==> src/hdl/ibpq_pkg.sv <==
// Package for the infrared beam period qualifier.
// Holds register indexes, register widths and reset values, and default widths.
// No dependencies; used by ir_beam_period_qualifier_top.
`default_nettype none

package ibpq_pkg;

    // Default widths for the top-level parameters
    localparam int PERIOD_WIDTH_DEF = 16;
    localparam int TOTAL_WIDTH_DEF  = 32;

    // Configuration port geometry
    localparam int CFG_ADDR_WIDTH = 3;
    localparam int CFG_DATA_WIDTH = 17;

    // Register field widths
    localparam int NOMINAL_WIDTH  = 16;
    localparam int CONFIRM_WIDTH  = 8;
    localparam int LOSS_WIDTH     = 17;
    localparam int POLARITY_WIDTH = 3;

    // Input word width
    localparam int IN_DATA_WIDTH = 8;

    // Register indexes on the configuration port
    typedef enum logic [CFG_ADDR_WIDTH-1:0] {
        REG_NOMINAL_PERIOD    = 3'd0,
        REG_PERIOD_TOLERANCE  = 3'd1,
        REG_CONFIRM_NEEDED    = 3'd2,
        REG_LOSS_TIMEOUT      = 3'd3,
        REG_ERROR_CLEARS      = 3'd4,
        REG_LED_SHOWS_LIGHT   = 3'd5,
        REG_PIN_POLARITY      = 3'd6
    } cfg_index_t;

    // Bit positions within the polarity register
    localparam int POL_BIT_NO  = 0;
    localparam int POL_BIT_NC  = 1;
    localparam int POL_BIT_LED = 2;

    // Register reset values
    localparam logic [NOMINAL_WIDTH-1:0]  NOMINAL_RESET   = 16'd1000;
    localparam logic [NOMINAL_WIDTH-1:0]  TOLERANCE_RESET = 16'd100;
    localparam logic [CONFIRM_WIDTH-1:0]  CONFIRM_RESET   = 8'd3;
    localparam logic [LOSS_WIDTH-1:0]     TIMEOUT_RESET   = 17'd20000;
    localparam logic                      ERR_CLR_RESET   = 1'b1;
    localparam logic                      LED_MODE_RESET  = 1'b0;
    localparam logic [POLARITY_WIDTH-1:0] POLARITY_RESET  = 3'd7;

endpackage

`default_nettype wire

==> src/hdl/ir_beam_period_qualifier_top.sv <==
// Infrared beam period qualifier, top level with configuration registers.
// Depends on ibpq_pkg for register indexes, widths and reset values.
//
// Usage:
//   Input channel (s_): one word per 1 us tick; s_tdata bit 0 is the comparator
//   falling-edge flag for that tick. Result channel (m_): one word per input
//   word, carrying the light state, the NO/NC/LED pin levels, the last measured
//   period with its window verdict, and three wrapping event totals.
//   Configuration: a write on cfg_wr_en loads register cfg_addr from
//   cfg_wr_data in the same edge; writes are meant to happen while idle.
// Results and throughput:
//   A word accepted at an edge has its result loaded into the result register
//   in that same edge. The filter state updates in that same edge, so one word
//   is taken every clock cycle while the result register is free or draining;
//   the rate is set only by the result register draining.
// Reset:
//   aresetn (synchronous, active low) restores the register defaults, stops
//   both timers, clears the filter and the totals, and empties the result
//   register.
// Stalls:
//   While a result waits and m_tready is low, s_tready drops and the input is
//   held off; when m_tready is high a new word may enter in the same cycle
//   that the waiting result leaves.
`default_nettype none

module ir_beam_period_qualifier_top #(
    parameter int PERIOD_WIDTH = ibpq_pkg::PERIOD_WIDTH_DEF,
    parameter int TOTAL_WIDTH  = ibpq_pkg::TOTAL_WIDTH_DEF,
    localparam int OUT_BITS    = 5 + PERIOD_WIDTH + 3 * TOTAL_WIDTH,
    localparam int OUT_WIDTH   = ((OUT_BITS + 7) / 8) * 8
) (
    input  wire logic                                aclk,
    input  wire logic                                aresetn,
    // Configuration write port
    input  wire logic                                cfg_wr_en,
    input  wire logic [ibpq_pkg::CFG_ADDR_WIDTH-1:0] cfg_addr,
    input  wire logic [ibpq_pkg::CFG_DATA_WIDTH-1:0] cfg_wr_data,
    // Input channel
    input  wire logic                                s_tvalid,
    output logic                                     s_tready,
    // s_tdata, lowest bit up: falling_edge, zero padding
    input  wire logic [ibpq_pkg::IN_DATA_WIDTH-1:0]  s_tdata,
    // Result channel
    output logic                                     m_tvalid,
    input  wire logic                                m_tready,
    // m_tdata, lowest bit up: beam_present, no_pin, nc_pin, led_pin,
    // measured_period, measured_valid, edge_total, valid_total,
    // invalid_total, zero padding
    output logic [OUT_WIDTH-1:0]                     m_tdata
);

    localparam int NW   = ibpq_pkg::NOMINAL_WIDTH;
    localparam int CW   = ibpq_pkg::CONFIRM_WIDTH;
    localparam int LW   = ibpq_pkg::LOSS_WIDTH;
    localparam int CMPW = (PERIOD_WIDTH > NW + 1) ? PERIOD_WIDTH : NW + 1;

    // Configuration registers
    logic [NW-1:0]                         nominal_reg;
    logic [NW-1:0]                         tolerance_reg;
    logic [CW-1:0]                         confirm_needed_reg;
    logic [LW-1:0]                         timeout_reg;
    logic                                  err_clears_reg;
    logic                                  led_mode_reg;
    logic [ibpq_pkg::POLARITY_WIDTH-1:0]   polarity_reg;

    // Filter state and its next values
    logic                    ref_ready_reg,   ref_ready_next;
    logic [CW-1:0]           confirm_reg,     confirm_next;
    logic [PERIOD_WIDTH-1:0] period_cnt_reg,  period_cnt_next;
    logic                    period_run_reg,  period_run_next;
    logic                    period_ovf_reg,  period_ovf_next;
    logic [LW-1:0]           loss_cnt_reg,    loss_cnt_next;
    logic                    loss_run_reg,    loss_run_next;
    logic                    light_reg,       light_next;
    logic [PERIOD_WIDTH-1:0] last_period_reg, last_period_next;
    logic                    last_valid_reg,  last_valid_next;
    logic [TOTAL_WIDTH-1:0]  edges_reg,       edges_next;
    logic [TOTAL_WIDTH-1:0]  valids_reg,      valids_next;
    logic [TOTAL_WIDTH-1:0]  invalids_reg,    invalids_next;

    // Result register
    logic                 m_tvalid_reg, m_tvalid_next;
    logic [OUT_WIDTH-1:0] m_tdata_reg,  m_tdata_next;

    // Window and tick helpers
    logic              in_accept;
    logic              edge_flag;
    logic [LW-1:0]     loss_limit;
    logic [LW-1:0]     loss_inc;
    logic [NW-1:0]     win_lo;
    logic [NW:0]       win_hi;
    logic [CMPW-1:0]   period_cmp;
    logic              in_window;
    logic              blocked;
    logic              led_on;
    logic              no_level;
    logic              nc_level;
    logic              led_level;

    // Handshake: a new word enters whenever the result register is free or draining
    assign s_tready  = !m_tvalid_reg || m_tready;
    assign in_accept = s_tvalid && s_tready;
    assign edge_flag = s_tdata[0];
    assign m_tvalid  = m_tvalid_reg;
    assign m_tdata   = m_tdata_reg;

    // Window bounds; the lower bound saturates at zero, the upper one carries
    assign win_lo     = (nominal_reg > tolerance_reg) ? (nominal_reg - tolerance_reg) : '0;
    assign win_hi     = {1'b0, nominal_reg} + {1'b0, tolerance_reg};
    assign loss_limit = (timeout_reg == '0) ? LW'(1) : timeout_reg;
    assign loss_inc   = loss_cnt_reg + LW'(1);

    // One tick of the filter: timers first, then a loss, then the edge
    always_comb begin
        ref_ready_next   = ref_ready_reg;
        confirm_next     = confirm_reg;
        period_cnt_next  = period_cnt_reg;
        period_run_next  = period_run_reg;
        period_ovf_next  = period_ovf_reg;
        loss_cnt_next    = loss_cnt_reg;
        loss_run_next    = loss_run_reg;
        light_next       = light_reg;
        last_period_next = last_period_reg;
        last_valid_next  = last_valid_reg;
        edges_next       = edges_reg;
        valids_next      = valids_reg;
        invalids_next    = invalids_reg;

        // Period counter wraps from all ones to zero and flags the overflow
        if (period_run_reg) begin
            if (period_cnt_reg == {PERIOD_WIDTH{1'b1}}) begin
                period_cnt_next = '0;
                period_ovf_next = 1'b1;
            end else begin
                period_cnt_next = period_cnt_reg + PERIOD_WIDTH'(1);
            end
        end

        // Loss timer; on expiry the whole filter falls back to blocked
        if (loss_run_reg) begin
            loss_cnt_next = loss_inc;
            if (loss_inc >= loss_limit) begin
                loss_run_next    = 1'b0;
                loss_cnt_next    = '0;
                period_run_next  = 1'b0;
                period_cnt_next  = '0;
                period_ovf_next  = 1'b0;
                ref_ready_next   = 1'b0;
                confirm_next     = '0;
                last_period_next = '0;
                last_valid_next  = 1'b0;
                light_next       = 1'b0;
            end
        end

        period_cmp = CMPW'(period_cnt_next);
        in_window  = (period_cmp >= CMPW'(win_lo)) && (period_cmp <= CMPW'(win_hi));

        // Edge handling: the first edge sets the reference, later ones measure
        if (edge_flag) begin
            edges_next = edges_reg + TOTAL_WIDTH'(1);
            if (!ref_ready_next) begin
                ref_ready_next   = 1'b1;
                last_period_next = '0;
                last_valid_next  = 1'b0;
                period_cnt_next  = '0;
                period_ovf_next  = 1'b0;
                period_run_next  = 1'b1;
                loss_cnt_next    = '0;
                loss_run_next    = 1'b1;
            end else begin
                last_period_next = period_cnt_next;
                if (!period_ovf_next && in_window) begin
                    last_valid_next = 1'b1;
                    loss_cnt_next   = '0;
                    loss_run_next   = 1'b1;
                    valids_next     = valids_reg + TOTAL_WIDTH'(1);
                    if (confirm_next < confirm_needed_reg) begin
                        confirm_next = confirm_next + CW'(1);
                    end
                    if (confirm_next >= confirm_needed_reg) begin
                        confirm_next = confirm_needed_reg;
                        light_next   = 1'b1;
                    end
                end else begin
                    last_valid_next = 1'b0;
                    invalids_next   = invalids_reg + TOTAL_WIDTH'(1);
                    if (err_clears_reg) begin
                        confirm_next = '0;
                    end
                end
                period_cnt_next = '0;
                period_ovf_next = 1'b0;
                period_run_next = 1'b1;
            end
        end
    end

    // Pin levels follow the new light state, LED mode and polarity
    assign blocked    = !light_next;
    assign led_on     = led_mode_reg ? light_next : blocked;
    assign no_level   = polarity_reg[ibpq_pkg::POL_BIT_NO]  ? blocked    : !blocked;
    assign nc_level   = polarity_reg[ibpq_pkg::POL_BIT_NC]  ? light_next : !light_next;
    assign led_level  = polarity_reg[ibpq_pkg::POL_BIT_LED] ? led_on     : !led_on;

    // Result word and its valid flag
    always_comb begin
        m_tdata_next  = OUT_WIDTH'({invalids_next, valids_next, edges_next,
                                    last_valid_next, last_period_next,
                                    led_level, nc_level, no_level, light_next});
        m_tvalid_next = m_tvalid_reg;
        if (in_accept) begin
            m_tvalid_next = 1'b1;
        end else if (m_tready) begin
            m_tvalid_next = 1'b0;
        end
    end

    // Configuration registers
    always_ff @(posedge aclk) begin
        if (!aresetn) begin
            nominal_reg        <= ibpq_pkg::NOMINAL_RESET;
            tolerance_reg      <= ibpq_pkg::TOLERANCE_RESET;
            confirm_needed_reg <= ibpq_pkg::CONFIRM_RESET;
            timeout_reg        <= ibpq_pkg::TIMEOUT_RESET;
            err_clears_reg     <= ibpq_pkg::ERR_CLR_RESET;
            led_mode_reg       <= ibpq_pkg::LED_MODE_RESET;
            polarity_reg       <= ibpq_pkg::POLARITY_RESET;
        end else if (cfg_wr_en) begin
            case (cfg_addr)
                ibpq_pkg::REG_NOMINAL_PERIOD: begin
                    nominal_reg <= cfg_wr_data[NW-1:0];
                end
                ibpq_pkg::REG_PERIOD_TOLERANCE: begin
                    tolerance_reg <= cfg_wr_data[NW-1:0];
                end
                ibpq_pkg::REG_CONFIRM_NEEDED: begin
                    confirm_needed_reg <= cfg_wr_data[CW-1:0];
                end
                ibpq_pkg::REG_LOSS_TIMEOUT: begin
                    timeout_reg <= cfg_wr_data[LW-1:0];
                end
                ibpq_pkg::REG_ERROR_CLEARS: begin
                    err_clears_reg <= cfg_wr_data[0];
                end
                ibpq_pkg::REG_LED_SHOWS_LIGHT: begin
                    led_mode_reg <= cfg_wr_data[0];
                end
                ibpq_pkg::REG_PIN_POLARITY: begin
                    polarity_reg <= cfg_wr_data[ibpq_pkg::POLARITY_WIDTH-1:0];
                end
                default: begin
                end
            endcase
        end
    end

    // Filter state advances once per accepted word
    always_ff @(posedge aclk) begin
        if (!aresetn) begin
            ref_ready_reg   <= 1'b0;
            confirm_reg     <= '0;
            period_cnt_reg  <= '0;
            period_run_reg  <= 1'b0;
            period_ovf_reg  <= 1'b0;
            loss_cnt_reg    <= '0;
            loss_run_reg    <= 1'b0;
            light_reg       <= 1'b0;
            last_period_reg <= '0;
            last_valid_reg  <= 1'b0;
            edges_reg       <= '0;
            valids_reg      <= '0;
            invalids_reg    <= '0;
        end else if (in_accept) begin
            ref_ready_reg   <= ref_ready_next;
            confirm_reg     <= confirm_next;
            period_cnt_reg  <= period_cnt_next;
            period_run_reg  <= period_run_next;
            period_ovf_reg  <= period_ovf_next;
            loss_cnt_reg    <= loss_cnt_next;
            loss_run_reg    <= loss_run_next;
            light_reg       <= light_next;
            last_period_reg <= last_period_next;
            last_valid_reg  <= last_valid_next;
            edges_reg       <= edges_next;
            valids_reg      <= valids_next;
            invalids_reg    <= invalids_next;
        end
    end

    // Result register
    always_ff @(posedge aclk) begin
        if (!aresetn) begin
            m_tvalid_reg <= 1'b0;
        end else begin
            m_tvalid_reg <= m_tvalid_next;
        end
    end

    always_ff @(posedge aclk) begin
        if (in_accept) begin
            m_tdata_reg <= m_tdata_next;
        end
    end

    // Light can only be present while a reference edge is held
    a_light_needs_ref: assert property (@(posedge aclk) disable iff (!aresetn)
        light_reg |-> ref_ready_reg)
        else $error("light present without a reference edge");

    // Both timers run only after a reference edge
    a_timers_need_ref: assert property (@(posedge aclk) disable iff (!aresetn)
        (loss_run_reg || period_run_reg) |-> ref_ready_reg)
        else $error("timer running without a reference edge");

    // Every accepted word leaves a result behind
    a_accept_gives_result: assert property (@(posedge aclk) disable iff (!aresetn)
        in_accept |=> m_tvalid_reg)
        else $error("accepted word produced no result");

    // An accepted edge bumps the edge total by exactly one
    a_edge_count: assert property (@(posedge aclk) disable iff (!aresetn)
        (in_accept && edge_flag) |=> (edges_reg == $past(edges_reg) + TOTAL_WIDTH'(1)))
        else $error("edge total did not advance on an edge");

    // Valid and invalid totals never both move on one word
    a_one_verdict: assert property (@(posedge aclk) disable iff (!aresetn)
        in_accept |=> !((valids_reg != $past(valids_reg))
                        && (invalids_reg != $past(invalids_reg))))
        else $error("one word counted both valid and invalid");

endmodule

`default_nettype wire

==> config.mk <==
export PLATFORM = sky130hd
export DESIGN_NAME = ir_beam_period_qualifier_top
export DESIGN_NICKNAME = d
export VERILOG_FILES = /design/src/hdl/ibpq_pkg.sv /design/src/hdl/ir_beam_period_qualifier_top.sv
export SDC_FILE = /design/constraint.sdc
export NUM_CORES = 1
export LEC_CHECK = 0
export ABC_AREA = 1
export BUFFER_PORTS_ARGS = -buffer_cell sky130_fd_sc_hd__buf_2
export CORE_MARGIN = 2
export CORE_UTILIZATION = 55
export CTS_BUF_LIST = sky130_fd_sc_hd__clkbuf_8
export DETAILED_ROUTE_END_ITERATION = 7
export GPL_TIMING_DRIVEN = 0
export PLACE_DENSITY_LB_ADDON = 0.3
export SYNTH_ARGS = -nofsm -noshare
export SYNTH_HDL_FRONTEND = slang
export SYNTH_SLANG_ARGS = --single-unit
==> constraint.sdc <==
create_clock -name aclk -period 7.65 [get_ports aclk]
set_input_delay 0.765 -clock aclk [delete_from_list [all_inputs] [get_ports aclk]]
set_output_delay 0.765 -clock aclk [all_outputs]
set_load 0.05 [all_outputs]
### Word-level counts from Yosys, hierarchy flattened

Index checks and enable logic that the tools add are counted.

* eq/ne operators: 7
* muxes and demuxes: 67
* reductions and logical operators: 21
* $add $sub $neg: 8
* $lt $le $gt $ge: 6

Operator list (count)
* 2-to-1 mux 32 bit: 7
* 2-to-1 mux 16 bit: 10
* 2-to-1 mux 17 bit: 6
* adder 32 x 1 -> 32 bit, second input constant: 3
* 2-to-1 mux 8 bit: 11
* 2-to-1 mux 1 bit: 33
* adder 16 x 16 -> 17 bit: 1
* adder 17 x 1 -> 17 bit, second input constant: 1
* greater-or-equal comparator 17 bit: 1
* less-or-equal comparator 16 x 17 -> 1 bit: 1
* zero test 17 bit: 1
* adder 16 x 1 -> 16 bit, second input constant: 1
* equality test 16 bit, second input constant: 1
* greater-or-equal comparator 16 bit: 1
* greater-than comparator 16 bit: 1
* subtractor 16 bit: 1
* AND reduction 2 bit: 7
* equality test 3 bit, second input constant: 3
* adder 8 x 1 -> 8 bit, second input constant: 1
* greater-or-equal comparator 8 bit: 1
* less-than comparator 8 bit: 1
* equality test 3 x 2 -> 1 bit, second input constant: 2
* nonzero test 2 bit: 3
* zero test 1 bit: 4
* 5 further kinds: 7

* flip-flop bits (word level): 339
* input port bits: 33
* logic and storage cells: 131
* output and inout port bits: 122

### Depth between registers and ports, before layout

Gate-level depths: netlist of run 1.

* depth after elaboration: 20
* depth in mapped cells: 49
* mapped depth without buffers: 46

### Least setup slack after synthesis of run 1

Ideal clock, no wire load.

* path kind: register to register
* start: register loss_cnt_reg[0]
* end: register confirm_reg[7]
* path slack: 1.605 ns
* data required time: 7.580 ns
* data arrival time: 5.975 ns
* buffers on the path: 2
* setup time: 0.070 ns
* stages on the path, launching flop included: 39
* cell sequence: dfxtp_1 > inv_1 > nor4_1 > nand3_1 > nor3_1 > nand3_1 > nand3b_1 > xor2_1 > inv_1 > ha_1 > nand2_1 > nor2_1 > inv_1 > nor3_1 > nand2_1 > nand3_1 > nand2_2 > buf_2 > (+3 left out) > a21oi_1 > nor2_1 > a211oi_1 > nand2_1 > nand2_1 > nand2_1 > ha_1 > a21oi_1 > o21ai_0 > nand2_1 > and3_1 > clkbuf_1 > inv_1 > a21oi_1 > nand2_1 > nand2_1 > nand2_1 > a21oi_1

* cells in the longest elaborated chain, start to end: 14
* elaborated cells on any way between the ends: 27

Ends and longest elaborated chain
* from (decl): line ir_beam_period_qualifier_top.sv:72 `logic [LW-1:0] loss_cnt_reg, loss_cnt_next;`
* from (signal assigned): line ir_beam_period_qualifier_top.sv:280 `loss_cnt_reg <= loss_cnt_next;`
* adder 17 x 1 -> 17 bit *: line ir_beam_period_qualifier_top.sv:111 `assign loss_inc = loss_cnt_reg + LW'(1);`
* greater-or-equal comparator 17 bit *: line ir_beam_period_qualifier_top.sv:142 `if (loss_inc >= loss_limit) begin`
* 2-to-1 mux 8 bit: line ir_beam_period_qualifier_top.sv:142
* 2-to-1 mux 8 bit: line ir_beam_period_qualifier_top.sv:140 `if (loss_run_reg) begin`
* adder 8 x 1 -> 8 bit / less-than comparator 8 bit (equally long branches): line ir_beam_period_qualifier_top.sv:179, ir_beam_period_qualifier_top.sv:178
* 2-to-1 mux 8 bit: line ir_beam_period_qualifier_top.sv:178 `if (confirm_next < confirm_needed_reg) begin`
* 2-to-1 mux 8 bit: line ir_beam_period_qualifier_top.sv:173 `if (!period_ovf_next && in_window) begin`
* 2-to-1 mux 8 bit: line ir_beam_period_qualifier_top.sv:162 `if (!ref_ready_next) begin`
* 2-to-1 mux 8 bit: line ir_beam_period_qualifier_top.sv:160 `if (edge_flag) begin`
* greater-or-equal comparator 8 bit: line ir_beam_period_qualifier_top.sv:181 `if (confirm_next >= confirm_needed_reg) begin`
* 2-to-1 mux 8 bit: line ir_beam_period_qualifier_top.sv:181
* 2-to-1 mux 8 bit: line ir_beam_period_qualifier_top.sv:173
* 2-to-1 mux 8 bit: line ir_beam_period_qualifier_top.sv:162
* 2-to-1 mux 8 bit *: line ir_beam_period_qualifier_top.sv:160
* to (signal assigned): line ir_beam_period_qualifier_top.sv:276 `confirm_reg <= confirm_next;`
* to (decl): line ir_beam_period_qualifier_top.sv:68 `logic [CW-1:0] confirm_reg, confirm_next;`

Mark *: on every way between the ends. The rest lies on a longest branch, timed or not. The select of a mux whose other input is x is not followed.
A chain may end at the register's enable or synchronous reset.

### Final worst setup path of run 1

* start: register loss_cnt_reg[0]
* end: register confirm_reg[6]

The elaborated chain is that of the path after synthesis.

==> results.toml, run 1 <==
[critical_path]
cp_capture_type = "flop"
reg_to_reg_critical_path_startpoint = "loss_cnt_reg[0]"
critical_path.max_fanout = 10
critPathLaunchType = "flop"
worstPathArrival_ns = 7.36
cp-startpoint = "loss_cnt_reg[0]"
critical_path_required_ns = 8.17
critical_path.slowest_cell = "sky130_fd_sc_hd__a211oi_4"
reg2reg_setup_slack_ns = 0.81
critPathMostFrequentCell = "sky130_fd_sc_hd__nand2_1"
worstSetupPathType = "reg -> reg"
cp_slowest_stage_delay_ns = 0.44

[synth]
synth_xor_area_share_pct = 4.65
synth-compound-area-share_pct = 15.0
postSynth.asyncResetShare_pct = 0
yosys.area_share.simple_pct = 20.2
synth-edff-count = 117
synth_mux_area_share_pct = 0
synthesis.instances = 2423
synthTopCellsByArea = "sky130_fd_sc_hd__dfxtp_1, sky130_fd_sc_hd__edfxtp_1, sky130_fd_sc_hd__nand2_1"
synthDominantAreaCellType = "sky130_fd_sc_hd__dfxtp_1"
synthesis.area_per_instance_um2 = 7.74
synth.cell_area_um2 = 18800
dominantRegCellSynth = "sky130_fd_sc_hd__dfxtp_1"
yosysUniqueCellTypes = 65
synthAdderAreaFrac_pct = 7.01
synth-seq-cells = 339
yosysMostFrequentCell = "sky130_fd_sc_hd__nand2_1"
synth_seq_area_share_pct = 42.4
yosys.area.top_type_share_pct = 23.7
synth_top_family_by_area = "simple AND/OR/NAND/NOR gates"
yosys-top-cells-count = "sky130_fd_sc_hd__nand2_1, sky130_fd_sc_hd__inv_1, sky130_fd_sc_hd__a21oi_1"
yosys_warnings = 0

[placed_design]
detailed_place_hpwl_um = 35500
gp_routability_congestion = 0.903
placed_cells = 3018
buffer_ports.inserted = 142

[cts]
worstSkewPairLatency_ns = 0.60
worst_setup_hold_path_clk_slew_ns = 0.06
clock_tree.htree_level_count = 2
cts_inserted_buffers = 55
cts_tree = "yes"
cts-root-to-sink-buffers = 3
post_cts_buffers = 0
tritoncts_num_sinks = 339
cts-root-buf = "sky130_fd_sc_hd__clkbuf_8"
hold_buffers = 0

[grt]
maximum_number_of_pins_on_one_net_before_global_route_repair = 40
first_global_vias = 15800
grt_first_pass_wirelength_um = 76400
global_route.usage.total_pct = 26.1
grt_remaining_overflow = 0
grt_antenna_before_repair = 0

[power_and_ir_drop]
p_int_uw = 3000
sequentialPowerShare_pct = 47.4
cellPowerDensity_nw_per_um2 = 203
switching_power_uw = 1310
power.share.switching_pct = 30.5
p_leak_uw = 0.0102
power.combinational.fraction_pct = 16.4
vdd_ir_drop_max_uv = 114
clkPwrFrac_pct = 36.2

[sta]
final_hold_viol_count = 0
min_period_over_period_pct = 89.4
finalClockSkew_ns = 0.0193
maxSlewHeadroom_pct = 42.7
layout_min_cycle_time_ns = 6.84
hold_ws_ns = 0.439
rsz_0062_raised_after_global_routing = "no"
finalSetupTns_ns = 0
timing.final.max_slew_violations = 0
tightest_slew_ns = 0.859
finalSetupViolations = 0
achievable-frequency_ghz = 0.146

[hold_path]
hp-start = "cfg_wr_data[9]"
worstHoldPathType = "in -> reg"

[cells_and_area]
largest_reg_flops = 117
proportion_of_layout_cells_with_a_drive_suffix_above_1_pct = 12.3
finish.net_count = 2763
layout.filler_cells = 2974
n_antenna_cell = 0
final_cells = 3119
syn_to_final_growth_pct = 13.1

[drt]
remaining_drc_errors = 0
detail_route.iter0.violations = 1323
post_drt_via_cell_ratio = 5.32
final_antenna_net_count = 0
number_of_detailed_routing_iterations_run_before_antenna_repair = 5
totalWireLength_um = 47000
detail_route.wl_per_cell_um = 15.1
via_count = 16600

[die]
die_w_um = 189
die_area_um2 = 35600
initial_utilization_pct = 56.0
core_area_um2 = 33500
vertical_die_dimension_um = 189
boundaryPins = 155
std_cell_rows = 67

[flow_run]
drv_cap = 0

[outcome]
run_status = "completed"
-- cell usage in the layout, fill, tap and decap left out, types with 14 or more instances in the layout --
| master | Yosys | final |
|---|---|---|
| sky130_fd_sc_hd__a21oi_1 | 253 | 253 |
| sky130_fd_sc_hd__dfxtp_1 | 222 | 222 |
| sky130_fd_sc_hd__clkbuf_1 | 70 | 69 |
| sky130_fd_sc_hd__o22ai_1 | 22 | 22 |
| sky130_fd_sc_hd__nand3_1 | 87 | 87 |
| sky130_fd_sc_hd__nand4_1 | 26 | 26 |
| sky130_fd_sc_hd__o21ai_0 | 187 | 187 |
| sky130_fd_sc_hd__nand2_1 | 456 | 455 |
| sky130_fd_sc_hd__buf_2 | 5 | 148 |
| sky130_fd_sc_hd__clkbuf_8 | 0 | 64 |
| sky130_fd_sc_hd__edfxtp_1 | 117 | 117 |
| sky130_fd_sc_hd__nor3_1 | 38 | 38 |
| sky130_fd_sc_hd__nor2_1 | 151 | 151 |
| sky130_fd_sc_hd__inv_2 | 14 | 14 |
| sky130_fd_sc_hd__xor2_1 | 91 | 91 |
| sky130_fd_sc_hd__inv_1 | 413 | 427 |
| sky130_fd_sc_hd__ha_1 | 102 | 102 |
| sky130_fd_sc_hd__o21ai_1 | 24 | 24 |
-- metrics by stage --
stage	setup slack (ns)	instance area, um2	util [%]	total power [uW]
floorplan	1.60	18800	-	2590
global placement	-0.239	20000	59.8	2760
detailed placement	-0.240	20100	60.0	2780
CTS	0.171	21200	63.3	4330
global route	0.0507	21200	63.3	4490
finish	0.811	21200	63.3	4310
-- power groups by stage --
stage	clock [uW]	sequential, uW	combinational [uW]
after floorplan	0	2240	353
after global placement	0	2080	677
after detailed placement	0	2080	700
after CTS	1590	2040	703
after global routing	1660	2050	776
final	1560	2040	708
-- worst paths after layout --
check / end / cells past startpoint
hold / removal: nominal_reg[9] / 3
hold reg to reg: confirm_reg[5] / 2
setup / recovery: confirm_reg[6] / 43
setup reg to reg: confirm_reg[6] / 43
-- metal layers --
metal | global-route usage (%) | share of wire, %
met2 | 43.1 | 46
met4 | 10.9 | 4.0
met1 | 33.6 | 43
met5 | 0 | 0
met3 | 4.92 | 7.4
-- final cells by class --
class / instances / area, um2 / area share [%]
multi-input cells: 1568 / 8840 / 41.6
flip-flops and latches: 339 / 7960 / 37.5
inverters: 429 / 1610 / 7.60
clock buffers: 64 / 881 / 4.15
repair buffers: 145 / 771 / 3.63
well taps: 448 / 561 / 2.64
plain buffers: 88 / 384 / 1.81
clock inverters: 38 / 220 / 1.04
-- worst max-delay path, delay by kind of cell, from the launching register on --
family / cells / cell delay, ns
buffers and inverters: 6 / 0.89
xor gates and xnor gates: 1 / 0.19
adders and majority gates: 4 / 1.06
and+or+nand+nor: 25 / 2.97
AOI/OAI and AO/OA: 7 / 1.27
DFF: 1 / 0.41
-- logic make-up after synthesis --
logic type	count (synthesis)
buffers and inverters	518
xor gates and xnor gates	98
DFF	339
adders and majority gates	104
AOI/OAI and AO/OA	530
other	1
and+or+nand+nor	833
-- what timing repair did --
action | in CTS | in global routing
endpoints found under the setup margin | 13 | 13
resized for setup | 1 | 4
gates cloned | 0 | 0
Power figures use the tool's default switching activity.
==> inputs of run 2 (changes only) <==
--- a/config.mk
+++ b/config.mk
@@ -7,6 +7,7 @@
 export LEC_CHECK = 0
 export ABC_AREA = 1
 export BUFFER_PORTS_ARGS = -buffer_cell sky130_fd_sc_hd__buf_2
+export CORE_ASPECT_RATIO = 1.1
 export CORE_MARGIN = 2
 export CORE_UTILIZATION = 55
 export CTS_BUF_LIST = sky130_fd_sc_hd__clkbuf_8
==> results.toml, run 2 (same netlist as run 1, synthesis figures left out) <==
[cells_and_area]
largest_reg_flops = 117
layout_commonest_cell = "sky130_fd_sc_hd__nand2_1"
finish.net_count = 2765
proportion_of_layout_cells_with_a_drive_suffix_above_1_pct = 12.2
syn_to_final_growth_pct = 12.8
most-common-layout-cells = "sky130_fd_sc_hd__nand2_1, sky130_fd_sc_hd__inv_1, sky130_fd_sc_hd__a21oi_1, sky130_fd_sc_hd__dfxtp_1, sky130_fd_sc_hd__o21ai_0"
n_antenna_cell = 0

[drt]
number_of_detailed_routing_iterations_run_before_antenna_repair = 6
via_count = 16600
totalWireLength_um = 48100
detail_route.iter0.violations = 1420
final_antenna_net_count = 0
remaining_drc_errors = 0
detail_route.wl_per_cell_um = 15.5
post_drt_via_cell_ratio = 5.36

[sta]
achievable-frequency_ghz = 0.148
finalSetupViolations = 0
maxSlewHeadroom_pct = 46.5
hold_ws_ns = 0.446
layout_min_cycle_time_ns = 6.75
tightest_slew_ns = 0.802
finalSetupTns_ns = 0
rsz_0062_raised_after_global_routing = "no"
min_period_over_period_pct = 88.2
timing.final.max_slew_violations = 0
finalClockSkew_ns = 0.0263
final_hold_viol_count = 0

[hold_path]
cell_depth_of_the_worst_hold_path = 3
hp-start = "cfg_wr_data[8]"
worstHoldPathType = "in -> reg"
worstHoldEndpoint = "nominal_reg[8]"

[critical_path]
worstPathArrival_ns = 7.28
reg_to_reg_critical_path_startpoint = "loss_cnt_reg[0]"
critical_path.slowest_cell = "sky130_fd_sc_hd__nor4_1"
critPathMostFrequentCell = "sky130_fd_sc_hd__nand2_1"
reg2reg_setup_slack_ns = 0.90
critical_path_required_ns = 8.18
cp_capture_type = "flop"
cp_slowest_stage_delay_ns = 0.46
critical_path.max_fanout = 10
critPathLaunchType = "flop"
crit-reg2reg-capture = "confirm_reg[5]"
worstSetupPathType = "reg -> reg"
r2r.worst_path.cells = 38
cp-startpoint = "loss_cnt_reg[0]"

[power_and_ir_drop]
power.combinational.fraction_pct = 16.8
sequentialPowerShare_pct = 48.3
power.share.switching_pct = 30.9
clkPwrFrac_pct = 34.9
vdd_ir_drop_max_uv = 180
cellPowerDensity_nw_per_um2 = 200
switching_power_uw = 1310
p_int_uw = 2920
p_leak_uw = 0.0101

[outcome]
run_status = "completed"

[cts]
tritoncts_num_sinks = 339
cts_inserted_buffers = 53
cts_tree = "yes"
hold_buffers = 0
worst_setup_hold_path_clk_slew_ns = 0.06
clock_tree.htree_level_count = 2
worstSkewPairLatency_ns = 0.61
cts-root-to-sink-buffers = 3
cts-root-buf = "sky130_fd_sc_hd__clkbuf_8"

[die]
boundaryPins = 155
initial_utilization_pct = 56.1
core_area_um2 = 33500
die_area_um2 = 35600
vertical_die_dimension_um = 198
std_cell_rows = 70
die_w_um = 180

[grt]
grt_first_pass_wirelength_um = 77500
first_global_vias = 15900
grt_antenna_before_repair = 2
grt_remaining_overflow = 0
maximum_number_of_pins_on_one_net_before_global_route_repair = 43
global_route.usage.total_pct = 26.6

[placed_design]
buffer_ports.inserted = 142
gp_routability_congestion = 0.945
detailed_place_hpwl_um = 36500

[flow_run]
drv_cap = 0
-- run 2: cell types whose count changed in the layout (fill, tap and decap cells not counted), sizes merged --
cell	change
buf	+4
bufinv	-1
clkbuf	-4
clkinvlp	+1
inv	+1
-- run 2: layout make-up --
| class | instances | area, um2 |
|---|---|---|
| clock buffers | 60 | 826 |
| well taps | 432 | 541 |
| flip-flops and latches | 339 | 7960 |
| plain buffers | 88 | 385 |
| inverters | 429 | 1610 |
| fillers | 2964 | 12300 |
| repair buffers | 149 | 801 |
| multi-input cells | 1568 | 8840 |
| clock inverters | 39 | 200 |
-- run 2: worst max-delay path by stage --
| stage | end | slack [ns] |
|---|---|---|
| after detailed placement | confirm_reg[3] | -0.1 |
| final | confirm_reg[5] | 0.90 |
| after CTS | confirm_reg[3] | 0.26 |
| after global placement | confirm_reg[2] | -0.14 |
| after global routing | confirm_reg[5] | 0.02 |
| after floorplan | confirm_reg[7] | 1.60 |
-- run 2: stage by stage --
step	area, um2	cells	total power, uW	setup WS, ns	util [%]
after floorplan	18800	2425	2590	1.60	-
after global placement	20000	2999	2760	-0.141	59.9
after detailed placement	20100	3002	2780	-0.0969	60.0
after CTS	21100	3101	4250	0.262	63.1
after global routing	21200	3104	4410	0.0165	63.2
final	21200	3104	4230	0.901	63.2
-- run 2: critical path: cells and delay by family (launching register included) --
| kind | cells | cell delay (ns) |
|---|---|---|
| AO/OA/AOI/OAI | 7 | 1.14 |
| flip-flops | 1 | 0.41 |
| adder cells (fa/ha/maj) | 3 | 0.80 |
| AND/OR/NAND/NOR | 21 | 3.20 |
| buffers and inverters | 6 | 0.93 |
| XOR/XNOR | 1 | 0.18 |
-- run 2: repair_timing --
action                     CTS  global route
setup buffers                0             4
gates resized for setup      1             6
hold endpoints to repair     0             0
pin swaps                    0             1
cloned                       0             0
setup endpoints to repair   10            32
-- run 2: power by group through the flow --
stage | clock network, uW | logic [uW] | registers (uW)
global route | 1580 | 777 | 2050
detailed placement | 0 | 705 | 2080
finish | 1480 | 711 | 2040
global placement | 0 | 680 | 2080
CTS | 1510 | 707 | 2040
floorplan | 0 | 353 | 2240
-- run 2: routing by layer --
metal / global-route usage, % / part of all wire, % / wire length [um]
met2: 44.9 / 47 / 22500
met1: 33.1 / 43 / 20500
met3: 4.67 / 6.3 / 3050
met5: 0 / 0.033 / 16
met4: 12.5 / 4.4 / 2110
==> inputs of run 3 (changes only) <==
--- a/config.mk
+++ b/config.mk
@@ -10,7 +10,7 @@
 export CORE_ASPECT_RATIO = 1.1
 export CORE_MARGIN = 2
 export CORE_UTILIZATION = 55
-export CTS_BUF_LIST = sky130_fd_sc_hd__clkbuf_8
+export CTS_BUF_LIST = sky130_fd_sc_hd__clkbuf_2
 export DETAILED_ROUTE_END_ITERATION = 7
 export GPL_TIMING_DRIVEN = 0
 export PLACE_DENSITY_LB_ADDON = 0.3
==> results.toml, run 3 (same netlist as run 1, synthesis figures left out) <==
[outcome]
run_status = "completed"

[flow_run]
drv_cap = 0

[grt]
maximum_number_of_pins_on_one_net_before_global_route_repair = 43
first_global_vias = 16100
grt_first_pass_wirelength_um = 77700
grt_antenna_before_repair = 3
global_route.usage.total_pct = 26.6
grt_remaining_overflow = 0

[cts]
tritoncts_num_sinks = 339
cts_inserted_buffers = 84
clock_tree.htree_level_count = 3
worstSkewPairLatency_ns = 0.94
cts-root-to-sink-buffers = 3
cts-root-buf = "sky130_fd_sc_hd__clkbuf_2"
cts_tree = "yes"
worst_setup_hold_path_clk_slew_ns = 0.10
hold_buffers = 0

[drt]
detail_route.wl_per_cell_um = 15.2
number_of_detailed_routing_iterations_run_before_antenna_repair = 5
detail_route.iter0.violations = 1285
via_count = 16800
totalWireLength_um = 48100
post_drt_via_cell_ratio = 5.33
remaining_drc_errors = 0
final_antenna_net_count = 0

[power_and_ir_drop]
p_int_uw = 2640
switching_power_uw = 1310
clkPwrFrac_pct = 30.5
sequentialPowerShare_pct = 51.5
vdd_ir_drop_max_uv = 114
cellPowerDensity_nw_per_um2 = 189
power.share.switching_pct = 33.2
power.combinational.fraction_pct = 18.0
p_leak_uw = 0.0101

[critical_path]
worstPathArrival_ns = 7.50
cp_capture_type = "flop"
reg2reg_setup_slack_ns = 0.95
critical_path.max_fanout = 10
cp_slowest_stage_delay_ns = 0.44
worstSetupPathType = "reg -> reg"
reg_to_reg_critical_path_startpoint = "loss_cnt_reg[0]"
critical_path.slowest_cell = "sky130_fd_sc_hd__dfxtp_1"
critPathMostFrequentCell = "sky130_fd_sc_hd__nand2_1"
critPathBufInv = 8
crit-reg2reg-capture = "confirm_reg[5]"
critical_path_required_ns = 8.45
critical-path-top-delay-family = "simple AND/OR/NAND/NOR gates"
r2r.worst_path.cells = 43
critPathLaunchType = "flop"

[sta]
achievable-frequency_ghz = 0.149
finalClockSkew_ns = 0.0754
finalSetupViolations = 0
layout_min_cycle_time_ns = 6.70
final_critical_path_setup_slack_ns = 0.949
timing.final.max_slew_violations = 0
finalSetupTns_ns = 0
rsz_0062_raised_after_global_routing = "no"
maxSlewHeadroom_pct = 47.7
min_period_over_period_pct = 87.6
hold_ws_ns = 0.144
final_hold_viol_count = 0
tightest_slew_ns = 0.785

[hold_path]
worstHoldEndpoint = "nominal_reg[15]"
hp-start = "cfg_wr_data[15]"
worstHoldPathType = "in -> reg"
cell_depth_of_the_worst_hold_path = 3

[cells_and_area]
layout_commonest_cell = "sky130_fd_sc_hd__nand2_1"
finish.net_count = 2795
final_core_utilization_pct = 62.5
largest_reg_flops = 117
post-route-cell-area_um2 = 20900
most-common-layout-cells = "sky130_fd_sc_hd__nand2_1, sky130_fd_sc_hd__inv_1, sky130_fd_sc_hd__a21oi_1, sky130_fd_sc_hd__dfxtp_1, sky130_fd_sc_hd__o21ai_0"
syn_to_final_growth_pct = 11.5
proportion_of_layout_cells_with_a_drive_suffix_above_1_pct = 14.3

[die]
vertical_die_dimension_um = 198
die_w_um = 180
core_area_um2 = 33500
boundaryPins = 155
initial_utilization_pct = 56.1
die_area_um2 = 35600
std_cell_rows = 70

[placed_design]
gp_routability_congestion = 0.945
detailed_place_hpwl_um = 36500
buffer_ports.inserted = 142
dp_worst_setup_slack_ns = -0.0969
place_area_um2 = 20100
## run 3: area by class of cell
| cell class | instances | area [um2] |
|---|---|---|
| Multi-Input combinational cell | 1568 | 8850 |
| Timing Repair Buffer | 148 | 793 |
| Clock buffer | 129 | 646 |
| Clock inverter | 24 | 129 |
| Inverter | 429 | 1610 |
| Antenna cell | 1 | 2.50 |
| Fill cell | 3054 | 12500 |
| Buffer | 88 | 385 |
| Tap cell | 432 | 541 |
| Sequential cell | 339 | 7960 |
## run 3: routing by layer
metal | wire length (um) | part of all wire [%] | track usage, %
met5 | 16 | 0.033 | 0
met4 | 1860 | 3.9 | 12.7
met3 | 3240 | 6.7 | 5.30
met1 | 20400 | 42 | 32.9
met2 | 22600 | 47 | 44.9
## run 3: power by group through the flow
stage	Sequential [uW]	Combinational [uW]	Clock (uW)
floorplan	2240	353	0
global placement	2080	680	0
detailed placement	2080	705	0
CTS	2040	707	1240
global route	2050	778	1340
finish	2040	711	1210
## run 3: how the worst max path moves through the flow
stage                         start        endpoint  slack [ns]  cells after the start
finish              loss_cnt_reg[0]  confirm_reg[5]        0.95                     43
global placement    loss_cnt_reg[0]  confirm_reg[2]       -0.14                     39
global route        loss_cnt_reg[0]  confirm_reg[5]        0.06                     45
CTS                 loss_cnt_reg[0]  confirm_reg[5]        0.25                     45
floorplan           loss_cnt_reg[0]  confirm_reg[7]        1.60                     38
detailed placement  loss_cnt_reg[0]  confirm_reg[3]        -0.1                     45
## run 3: through the flow
stage               total power [uW]  cells
floorplan                       2590   2425
global placement                2760   2999
detailed placement              2780   3002
CTS                             3980   3155
global route                    4160   3158
finish                          3950   3158
## run 3: tightest hold or removal path, delay by kind of cell
kind                   cells  cell delay, ns
buffers and inverters      1            0.10
and+or+nand+nor            1            0.07
AOI/OAI and AO/OA          1            0.08
## run 3: timing repair
item | in CTS | in global routing
pin swaps | 0 | 1
endpoints found under the setup margin | 10 | 29
gates resized for setup | 1 | 8
buffers inserted | 0 | 3
